==> src/rtl/core/bbs_binary_message_deframer_top_defines.svh <==
// Assertion macros shared by the deframer RTL.
`ifndef BBS_BINARY_MESSAGE_DEFRAMER_TOP_DEFINES_SVH
`define BBS_BINARY_MESSAGE_DEFRAMER_TOP_DEFINES_SVH

// Same-cycle implication, checked on the rising clock edge outside reset.
`define BBS_ASSERT_IMP(label, clk, rst_n, ante, cons, msg) \
	label: assert property (@(posedge clk) disable iff (!(rst_n)) (ante) |-> (cons)) \
		else $error(msg);

// Next-cycle implication, checked on the rising clock edge outside reset.
`define BBS_ASSERT_NXT(label, clk, rst_n, ante, cons, msg) \
	label: assert property (@(posedge clk) disable iff (!(rst_n)) (ante) |=> (cons)) \
		else $error(msg);

`endif

==> src/rtl/core/bbs_dfr_pkg.sv <==
package bbs_dfr_pkg;

	localparam int PAYLOAD_LEN_W = 24;

	localparam logic [7:0] SOH = 8'h01;
	localparam logic [7:0] STX = 8'h02;
	localparam logic [7:0] EOT = 8'h04;
	localparam logic [7:0] NUL = 8'h00;

	// a frame length byte of zero announces this many payload bytes
	localparam logic [8:0] FRAME_MAX = 9'd256;

	typedef enum logic [2:0] {
		PH_IDLE   = 3'd0,
		PH_HDR    = 3'd1,
		PH_TITLE  = 3'd2,
		PH_OFFSET = 3'd3,
		PH_FTYPE  = 3'd4,
		PH_FLEN   = 3'd5,
		PH_DATA   = 3'd6,
		PH_CSUM   = 3'd7
	} phase_t;

	typedef enum logic [1:0] {
		KIND_NONE    = 2'd0,
		KIND_TITLE   = 2'd1,
		KIND_OFFSET  = 2'd2,
		KIND_PAYLOAD = 2'd3
	} kind_t;

	typedef enum logic [2:0] {
		ST_BUSY      = 3'd0,
		ST_OK        = 3'd1,
		ST_CSUM_ERR  = 3'd2,
		ST_BAD_START = 3'd3,
		ST_PROTO_ERR = 3'd4,
		ST_ABORTED   = 3'd5
	} status_t;

	typedef struct packed {
		kind_t                      kind;
		logic [7:0]                 data;
		status_t                    status;
		logic [PAYLOAD_LEN_W-1:0]   length;
	} result_t;

endpackage

==> src/rtl/core/bbs_dfr_core.sv <==
`include "bbs_binary_message_deframer_top_defines.svh"

module bbs_dfr_core #(
	parameter int LENGTH_BITS = 24
) (
	input  logic                clk,
	input  logic                arst_n,
	input  logic                take,
	input  logic [7:0]          in_byte,
	input  logic                abort_req,
	output bbs_dfr_pkg::result_t res
);

	bbs_dfr_pkg::phase_t    phase_q, phase_d;
	logic [8:0]             left_q, left_d;
	logic [7:0]             sum_q, sum_d;
	logic [LENGTH_BITS-1:0] cnt_q, cnt_d, cnt_upd;
	logic [7:0]             sum_chk;
	logic                   finish;

	localparam int PLW = bbs_dfr_pkg::PAYLOAD_LEN_W;

	always_ff @(posedge clk or negedge arst_n) begin
		if (!arst_n) begin
			phase_q <= bbs_dfr_pkg::PH_IDLE;
			left_q  <= '0;
			sum_q   <= '0;
			cnt_q   <= '0;
		end else if (take) begin
			phase_q <= phase_d;
			left_q  <= left_d;
			sum_q   <= sum_d;
			cnt_q   <= cnt_d;
		end
	end

	assign sum_chk = sum_q + in_byte;

	always_comb begin
		phase_d    = phase_q;
		left_d     = left_q;
		sum_d      = sum_q;
		cnt_upd    = cnt_q;
		finish     = 1'b0;
		res.kind   = bbs_dfr_pkg::KIND_NONE;
		res.data   = '0;
		res.status = bbs_dfr_pkg::ST_BUSY;

		if (abort_req) begin
			// drop the byte; only a message in progress reports the abort
			if (phase_q != bbs_dfr_pkg::PH_IDLE) begin
				res.status = bbs_dfr_pkg::ST_ABORTED;
				finish     = 1'b1;
			end
		end else begin
			case (phase_q)
				bbs_dfr_pkg::PH_IDLE: begin
					if (in_byte == bbs_dfr_pkg::SOH) begin
						phase_d = bbs_dfr_pkg::PH_HDR;
						left_d  = '0;
						sum_d   = '0;
						cnt_upd = '0;
					end else begin
						res.status = bbs_dfr_pkg::ST_BAD_START;
					end
				end
				bbs_dfr_pkg::PH_HDR: begin
					phase_d = bbs_dfr_pkg::PH_TITLE;
				end
				bbs_dfr_pkg::PH_TITLE: begin
					if (in_byte == bbs_dfr_pkg::NUL) begin
						phase_d = bbs_dfr_pkg::PH_OFFSET;
					end else begin
						res.kind = bbs_dfr_pkg::KIND_TITLE;
						res.data = in_byte;
					end
				end
				bbs_dfr_pkg::PH_OFFSET: begin
					if (in_byte == bbs_dfr_pkg::NUL) begin
						phase_d = bbs_dfr_pkg::PH_FTYPE;
					end else begin
						res.kind = bbs_dfr_pkg::KIND_OFFSET;
						res.data = in_byte;
					end
				end
				bbs_dfr_pkg::PH_FTYPE: begin
					if (in_byte == bbs_dfr_pkg::STX) begin
						phase_d = bbs_dfr_pkg::PH_FLEN;
					end else if (in_byte == bbs_dfr_pkg::EOT) begin
						phase_d = bbs_dfr_pkg::PH_CSUM;
					end else begin
						res.status = bbs_dfr_pkg::ST_PROTO_ERR;
						finish     = 1'b1;
					end
				end
				bbs_dfr_pkg::PH_FLEN: begin
					left_d  = (in_byte == 8'd0) ? bbs_dfr_pkg::FRAME_MAX : {1'b0, in_byte};
					phase_d = bbs_dfr_pkg::PH_DATA;
				end
				bbs_dfr_pkg::PH_DATA: begin
					res.kind = bbs_dfr_pkg::KIND_PAYLOAD;
					res.data = in_byte;
					sum_d    = sum_chk;
					if (cnt_q != {LENGTH_BITS{1'b1}}) begin
						cnt_upd = cnt_q + LENGTH_BITS'(1);
					end
					if (left_q != 9'd0) begin
						left_d = left_q - 9'd1;
					end
					// last byte of the frame: expect the next frame type
					if (left_q[8:1] == 8'd0) begin
						phase_d = bbs_dfr_pkg::PH_FTYPE;
					end
				end
				bbs_dfr_pkg::PH_CSUM: begin
					res.status = (sum_chk == 8'd0) ? bbs_dfr_pkg::ST_OK
					                               : bbs_dfr_pkg::ST_CSUM_ERR;
					finish     = 1'b1;
				end
				default: begin
					phase_d = bbs_dfr_pkg::PH_IDLE;
				end
			endcase
		end

		// report the count before a terminal result clears it
		res.length = PLW'(cnt_upd);

		cnt_d = cnt_upd;
		if (finish) begin
			phase_d = bbs_dfr_pkg::PH_IDLE;
			left_d  = '0;
			sum_d   = '0;
			cnt_d   = '0;
		end
	end

	`BBS_ASSERT_NXT(a_finish_to_idle, clk, arst_n, take && finish, phase_q == bbs_dfr_pkg::PH_IDLE, "terminal result did not return to idle")
	`BBS_ASSERT_NXT(a_bad_start_idle, clk, arst_n, take && !abort_req && phase_q == bbs_dfr_pkg::PH_IDLE && in_byte != bbs_dfr_pkg::SOH, phase_q == bbs_dfr_pkg::PH_IDLE && cnt_q == '0, "bad start left idle state")

endmodule

==> src/rtl/core/bbs_binary_message_deframer_top.sv <==
// Binary message deframer: takes one link byte per transfer (with an abort
// flag) and returns exactly one result per byte: the byte tagged as title,
// offset or payload character, a status (busy, ok, checksum error, bad start,
// protocol violation, aborted) and the saturating payload byte count. A byte
// is taken in each cycle with in_valid high and in_stall low; its result
// appears on the output in the cycle after, held in a single result register.
// Input stalls only while that register holds a result the downstream side
// has not yet taken, so with out_stall low the block sustains one byte per clock.
`include "bbs_binary_message_deframer_top_defines.svh"

module bbs_binary_message_deframer_top #(
	parameter int LENGTH_BITS = 24
) (
	input  logic        clk,
	input  logic        arst_n,
	input  logic        in_valid,
	output logic        in_stall,
	input  logic [7:0]  in_byte,
	input  logic        abort_req,
	output logic        out_valid,
	input  logic        out_stall,
	output logic [1:0]  byte_kind,
	output logic [7:0]  out_byte,
	output logic [2:0]  status,
	output logic [23:0] payload_length
);

	bbs_dfr_pkg::result_t res, res_q;
	logic                 out_valid_q;
	logic                 take;

	assign in_stall = out_valid_q & out_stall;
	assign take     = in_valid & ~in_stall;

	bbs_dfr_core #(
		.LENGTH_BITS(LENGTH_BITS)
	) u_core (
		.clk      (clk),
		.arst_n   (arst_n),
		.take     (take),
		.in_byte  (in_byte),
		.abort_req(abort_req),
		.res      (res)
	);

	always_ff @(posedge clk or negedge arst_n) begin
		if (!arst_n) begin
			out_valid_q <= 1'b0;
		end else if (take) begin
			out_valid_q <= 1'b1;
		end else if (!out_stall) begin
			out_valid_q <= 1'b0;
		end
	end

	// hold the result until the transfer completes
	always_ff @(posedge clk) begin
		if (take) begin
			res_q <= res;
		end
	end

	assign out_valid      = out_valid_q;
	assign byte_kind      = res_q.kind;
	assign out_byte       = res_q.data;
	assign status         = res_q.status;
	assign payload_length = res_q.length;

	`BBS_ASSERT_IMP(a_status_no_char, clk, arst_n, out_valid && status != bbs_dfr_pkg::ST_BUSY, byte_kind == bbs_dfr_pkg::KIND_NONE, "terminal result carries a character")
	`BBS_ASSERT_IMP(a_none_zero_byte, clk, arst_n, out_valid && byte_kind == bbs_dfr_pkg::KIND_NONE, out_byte == 8'd0, "untagged result carries a nonzero byte")

endmodule
==> config.mk <==
export PLATFORM = sky130hd
export DESIGN_NAME = bbs_binary_message_deframer_top
export DESIGN_NICKNAME = d
export VERILOG_FILES = /design/src/rtl/core/bbs_dfr_pkg.sv /design/src/rtl/core/bbs_dfr_core.sv /design/src/rtl/core/bbs_binary_message_deframer_top.sv
export VERILOG_INCLUDE_DIRS = /design/src /design/src/rtl/core
export SDC_FILE = /design/constraint.sdc
export NUM_CORES = 1
export LEC_CHECK = 0
export ABC_CLOCK_PERIOD_IN_PS = 5900
export BUFFER_PORTS_ARGS = -buffer_cell sky130_fd_sc_hd__buf_4
export CORE_MARGIN = 4
export CORE_UTILIZATION = 51
export DETAILED_ROUTE_END_ITERATION = 12
export PLACE_DENSITY = 0.73
export SYNTH_ARGS = -nofsm -noshare
export SYNTH_HDL_FRONTEND = slang
export SYNTH_HIERARCHICAL = 1
export SYNTH_SLANG_ARGS = --single-unit
==> constraint.sdc <==
create_clock -name clk -period 5.9 [get_ports clk]
set_clock_uncertainty 0.1 [all_clocks]
set_input_delay 0.59 -clock clk [delete_from_list [all_inputs] [get_ports clk]]
set_output_delay 0.59 -clock clk [all_outputs]
set_load 0.05 [all_outputs]
== After elaboration in Yosys (flattened, before gate mapping) ==
Cells that the tools add are included.
Word-level totals
  word-level logic and storage cells: 87
  register bits: 82
  input bits: 13
Cells by class
  reductions and logical operators: 12
  equality and inequality tests: 19
  multiplexer cells: 41
  bitwise logic cells: 3
  add/subtract/negate cells: 3
Operator list (number)
  $mux W24: 4
  $mux W9: 6
  $pmux W24 S2: 1
  $mux W3: 12
  $pmux W10 S3: 1
  $pmux W9 S3: 1
  $add A24 B1 Y24 const B: 1
  $logic_not A8 Y1: 3
  $mux W8: 3
  $ne A24 B24 Y1 const B: 1
  $pmux W3 S7: 1
  $pmux W8 S2: 1
  $ne A3 B1 Y1 const B: 5
  $eq A3 B3 Y1 const B: 4
  $mux W10: 1
  $pmux W3 S3: 1
  $reduce_bool A9 Y1: 1
  $sub A9 B1 Y9 const B: 1
  $add A8 B8 Y8: 1
  $eq A8 B1 Y1 const B: 1
  $eq A8 B2 Y1 const B: 1
  $eq A8 B3 Y1 const B: 1
  $reduce_and A8 Y1: 1
  $reduce_bool A8 Y1: 1
  14 further kinds: 24

== Depth between registers and ports, before layout ==
  word-level depth: 7
  depth in mapped cells: 9
  depth with buffers taken out: 7

== Hierarchy ==
Netlist, hierarchy kept.
By module, submodules not included
  bbs_dfr_core: instances 1, area an instance 3803.6 µm², cells each 490
  bbs_binary_message_deframer_top: instances 1, area an instance 1161.1 µm², cells each 41

== Least setup slack after synthesis ==
No wires, ideal clock.
  path type: reg2reg
  from: register out_valid_q (netlist: out_valid)
  to: register u_core.left_q[8]
  required time: 5.734 ns
  stages on the path, launching flop included: 9
  slack: 2.108 ns
  arrival: 3.626 ns
  library setup time: 0.066 ns
  cell sequence: dfrtp_1 a21boi_2 clkbuf_1 clkinv_1 o41a_1 a211o_1 buf_2 or4b_1 nand2_1
Between the ends
  cells in the longest elaborated chain, start to end: 4
Ends and longest elaborated chain
  start, declared: RTL line bbs_binary_message_deframer_top.sv:29  | logic out_valid_q;
  start signal, assigned: RTL line bbs_binary_message_deframer_top.sv:48  | out_valid_q <= 1'b0;
  start signal, assigned: RTL line bbs_binary_message_deframer_top.sv:50  | out_valid_q <= 1'b1;
  start signal, assigned: RTL line bbs_binary_message_deframer_top.sv:52  | out_valid_q <= 1'b0;
  $and A1 B1 Y1: RTL line bbs_binary_message_deframer_top.sv:32  | assign in_stall = out_valid_q & out_stall;
  $not A1 Y1: RTL line bbs_binary_message_deframer_top.sv:33  | assign take = in_valid & ~in_stall;
  $and A1 B1 Y1: RTL line bbs_binary_message_deframer_top.sv:33
  named net take: RTL line bbs_binary_message_deframer_top.sv:30  | logic take;
  $reduce_and A5 Y1 (no line)
  end signal, assigned: RTL line bbs_dfr_core.sv:31  | left_q <= left_d;
  end, declared: RTL line bbs_dfr_core.sv:15  | logic [8:0] left_q, left_d;
The timed path passes the listed nets, and every way through them passes these cells.
A chain may end at the register's enable or synchronous reset.

== Worst setup path in the final report ==
  from: register u_core.phase_q[0]
  to: register u_core.cnt_q[17]
Between the ends
  cells in the longest elaborated chain, start to end: 4
Ends and longest elaborated chain
  start, declared: RTL line bbs_dfr_core.sv:14  | bbs_dfr_pkg::phase_t phase_q, phase_d;
  start signal, assigned: RTL line bbs_dfr_core.sv:25  | phase_q <= bbs_dfr_pkg::PH_IDLE;
  start signal, assigned: RTL line bbs_dfr_core.sv:30  | phase_q <= phase_d;
  $eq A3 B3 Y1, or another cell as far along: RTL line bbs_dfr_core.sv:56  | case (phase_q)
  $pmux W24 S2, or another cell as far along: RTL line bbs_dfr_core.sv:56
  $mux W24 or $mux W1 (tied branches): RTL line bbs_dfr_core.sv:49  | if (abort_req) begin
  $mux W24 (*): RTL line bbs_dfr_core.sv:130  | if (finish) begin
  end signal, assigned: RTL line bbs_dfr_core.sv:33  | cnt_q <= cnt_d;
  end, declared: RTL line bbs_dfr_core.sv:17  | logic [LENGTH_BITS-1:0] cnt_q, cnt_d, cnt_upd;
Every way passes the cells marked *; elsewhere a longest branch is shown, timed or not.

==> summary.txt <==
Yosys
  • Largest cells by area after synthesis: dfrtp_1, edfxtp_1, o21ai_0, nand2_1, a31oi_1
  • Mux contribution to synthesized area: 0.857%
  • Post-Syn Instances: 531
  • Sequential area share after synthesis: around 45%
  • Post-synthesis adder-cell area fraction: 2.67%
  • Fraction of registers with async set/reset: 54.9%
  • Xor and xnor area share after synthesis: 1.41%
  • Synth Register Bits: between 80 and 90
  • Main combinational cell family by area after synthesis: compound AO/OA/AOI/OAI gates
  • Simple-Gate Fraction of Synth Area: 21.3%
  • Ys Warns: 6
  • EDFF count, synth: 37
  • Largest area contributor in the netlist: dfrtp_1
  • Synth Net Count: around 550
  • Synth top area share: 22.7%
  • Complex-gate fraction of the synthesized area: 24.5%
  • Post-Syn Area: roughly 5000 µm²
  • Distinct cells, synth: 70
  • Post-synth top flop: dfrtp_1
  • Syn_area_per_cell: 9.35 µm²

Placed design
  • Dpl hpwl: 8.99 mm
  • Port Buffers: 51
  • RePlAce Congestion: 0.933
  • Placed Instances: between 600 and 700

CTS
  • Root Buffer: clkbuf_8
  • Setup repair bufs after CTS: 0
  • Clock buffer depth: 2
  • CTS tree: built
  • Clock sink total: 82
  • Worst-path clk slew: ~80 ps
  • CTS Buf Count: 9
  • Hold_buf cts: 0
  • Resized cells post-CTS: 0
  • H-tree depth: 3
  • Clk_lat worst skew: 350 ps

STA
  • Final Max Tran Viols: 0
  • Headroom to the max-slew limit: 35.4%
  • Tcrit/Tclk final: 51.6%
  • Worst Max-Slew Pin Slew: 959 ps
  • Final hold violations: 0
  • RSZ-0062 raised after global routing: false
  • Fmax: 0.329 GHz
  • Post-layout min period: 3040 ps
  • Final setup fails: 0
  • TNS Setup: 0 ps

Final layout
  • Final core utilization: 60.2%
  • Area delta synth->final: 13.6%
  • Layout cells sized above 1: 14.4%
  • Final #Nets: 588
  • Final cell count without fillers: 699
  • Antenna Diode Count: 0

Setup path
  • Max incr delay on CP: 690 ps
  • Setup crit end: u_core/cnt_q[17]
  • CP startpoint kind: flip-flop
  • Start point of the critical path: u_core/phase_q[0]
  • CP Class: flip-flop to flip-flop
  • R2r setup slk: about 2900 ps
  • CP max stage cell: nor2_1
  • Arrival time at the worst endpoint: 3220 ps
  • Critical path cell sequence: and3b_1 -> nand2b_1 -> buf_4 -> nor2_1 -> o21ai_0 -> a31oi_1
  • RR Endpoint: u_core/cnt_q[17]
  • R2R cell count: 6
  • CP endpoint kind: flip-flop
  • Crit-path max FO: 22
  • Req. time, crit path: around 6000 ps
  • Reg2reg start: u_core/phase_q[0]

Power
  • Pwr dens: 354 nW/µm²
  • Peak supply drop: 0.000203 V
  • Lkg Pwr: 2.25 nW

Detailed routing
  • Antenna Nets Post-Route: 0
  • Initial DRC Count: 521
  • DRC Markers: 0
  • Drt first pass iters: 6
  • Via count: 4614
  • Total Wirelength: 13.4 mm
  • Routed length per placed instance: 19.2 µm
  • Via-to-Cell Ratio: 6.60

Global routing
  • First-pass GRT wire length: between 20 and 25 mm
  • Largest net degree at the start of global routing: 56
  • Initial antenna violation count: 0
  • Vias in the first global route: 4167
  • Total gr overflow: 0
  • GRT Total Usage: 23.8%

Run status
  • Status: finished clean

Die
  • Die W: 107 µm
  • Die height: 107 µm
  • CORE AREA: 9370 µm²
  • # IOs: 52
  • Initial Util: 53.0%
  • Die Area: 11400 µm²
  • Row count: 35

Job
  • Maxcap violations: 0

Worst hold path
  • HP Class: input port to asynchronous set/reset pin
[through the flow]
stage	hold slack [ps]	instance area [µm²]	power [W]	setup slack, ps
floorplan	194	4960	0.00138	2110
global placement	380	5450	0.00157	2810
detailed placement	386	5450	0.00159	2790
CTS	174	5640	0.00199	2930
global route	187	5640	0.00211	2610
finish	156	5640	0.00200	2860
[cells in the mapped netlist, types with 4 or more instances]
library cell,count
inv_1,17
xnor2_1,5
o211ai_1,9
and3_1,13
nand3_1,23
ha_1,9
or3_1,4
clkbuf_1,29
nand4_1,10
a41oi_1,5
o21ai_0,33
a22oi_1,5
a31oi_1,24
buf_2,4
nor2_1,31
o2111ai_1,6
a32oi_1,5
edfxtp_1,37
nand2b_1,6
o311ai_0,4
nand2_1,43
a21oi_1,25
and2_1,13
a22o_1,4
nor3_1,21
dfrtp_1,45
o31ai_1,14
a211oi_1,4
a21o_1,11
[cell families after synthesis]
kind of cell               after synthesis
buffers and inverters                   54
adders and majority gates               10
and+or+nand+nor                        196
AOI/OAI and AO/OA                      177
DFF                                     82
xor gates and xnor gates                 8
muxes                                    4
[per-layer routing]
| layer | track usage [%] | up-vias | wire length [µm] |
|---|---|---|---|
| li1 | - | 2132 | - |
| met1 | 35.4 | 2194 | 5900 |
| met2 | 35.7 | 273 | 6130 |
| met3 | 4.88 | 15 | 1260 |
| met4 | 5.75 | 0 | 102 |
| met5 | 0 | - | 0 |
[critical path, delay by kind of cell (launching register included)]
kind	cells	cell delay [ps]
flip-flops	1	650
AND/OR/NAND/NOR	3	1440
buffers and inverters	1	330
AO/OA/AOI/OAI	2	440
[flip-flops by register name, summed over array words and instances, names as in the netlist]
register        count
payload_length     24
u_core/cnt_q       24
u_core/left_q       9
out_byte            8
u_core/sum_q        8
status              3
u_core/phase_q      3
byte_kind           2
out_valid           1
[where the power goes]
group | internal, W | switching (W) | leakage [nW]
clock | 0.000195 | 0.000202 | 0.0909
sequential | 0.000703 | 0.000127 | 0.969
combinational | 0.000277 | 0.000492 | 1.19
[how the worst min path moves through the flow]
stage,slack (ps),end,startpoint
6_report,160,u_core/left_q[6],arst_n
5_1_grt,190,u_core/left_q[8],arst_n
4_1_cts,170,u_core/cnt_q[18],arst_n
3_5_place_dp,390,u_core/left_q[8],u_core/left_q[8]
3_3_place_gp,380,u_core/sum_q[5],u_core/sum_q[5]
2_1_floorplan,190,out_valid,arst_n
[cell type report]
cell class	count	area, µm²
fillers	834	3730
multi-input cells	395	2540
flip-flops and latches	82	2240
repair buffers	59	443
well taps	129	161
clock buffers	11	131
inverters	18	67.6
clock inverters	5	55.1
[cells in the final DEF, fill, tap and decap left out, drive strengths merged, types with 3 or more instances in the layout]
cell,instances
a2111oi,3
a211oi,4
a21o,11
a21oi,25
a22o,4
a22oi,5
a311oi,3
a31oi,24
a32oi,5
a41oi,5
and2,13
and3,13
and4,3
buf,59
clkbuf,11
clkinv,4
dfrtp,45
edfxtp,37
ha,9
inv,17
nand2,43
nand2b,6
nand3,23
nand4,10
nand4b,3
nor2,31
nor3,21
nor4,3
o2111ai,6
o211ai,9
o21ai,35
o221ai,3
o311ai,4
o31ai,14
or2,4
or3,4
or4,4
xnor2,5
xor2,3
(Power assumes the default switching activity.)
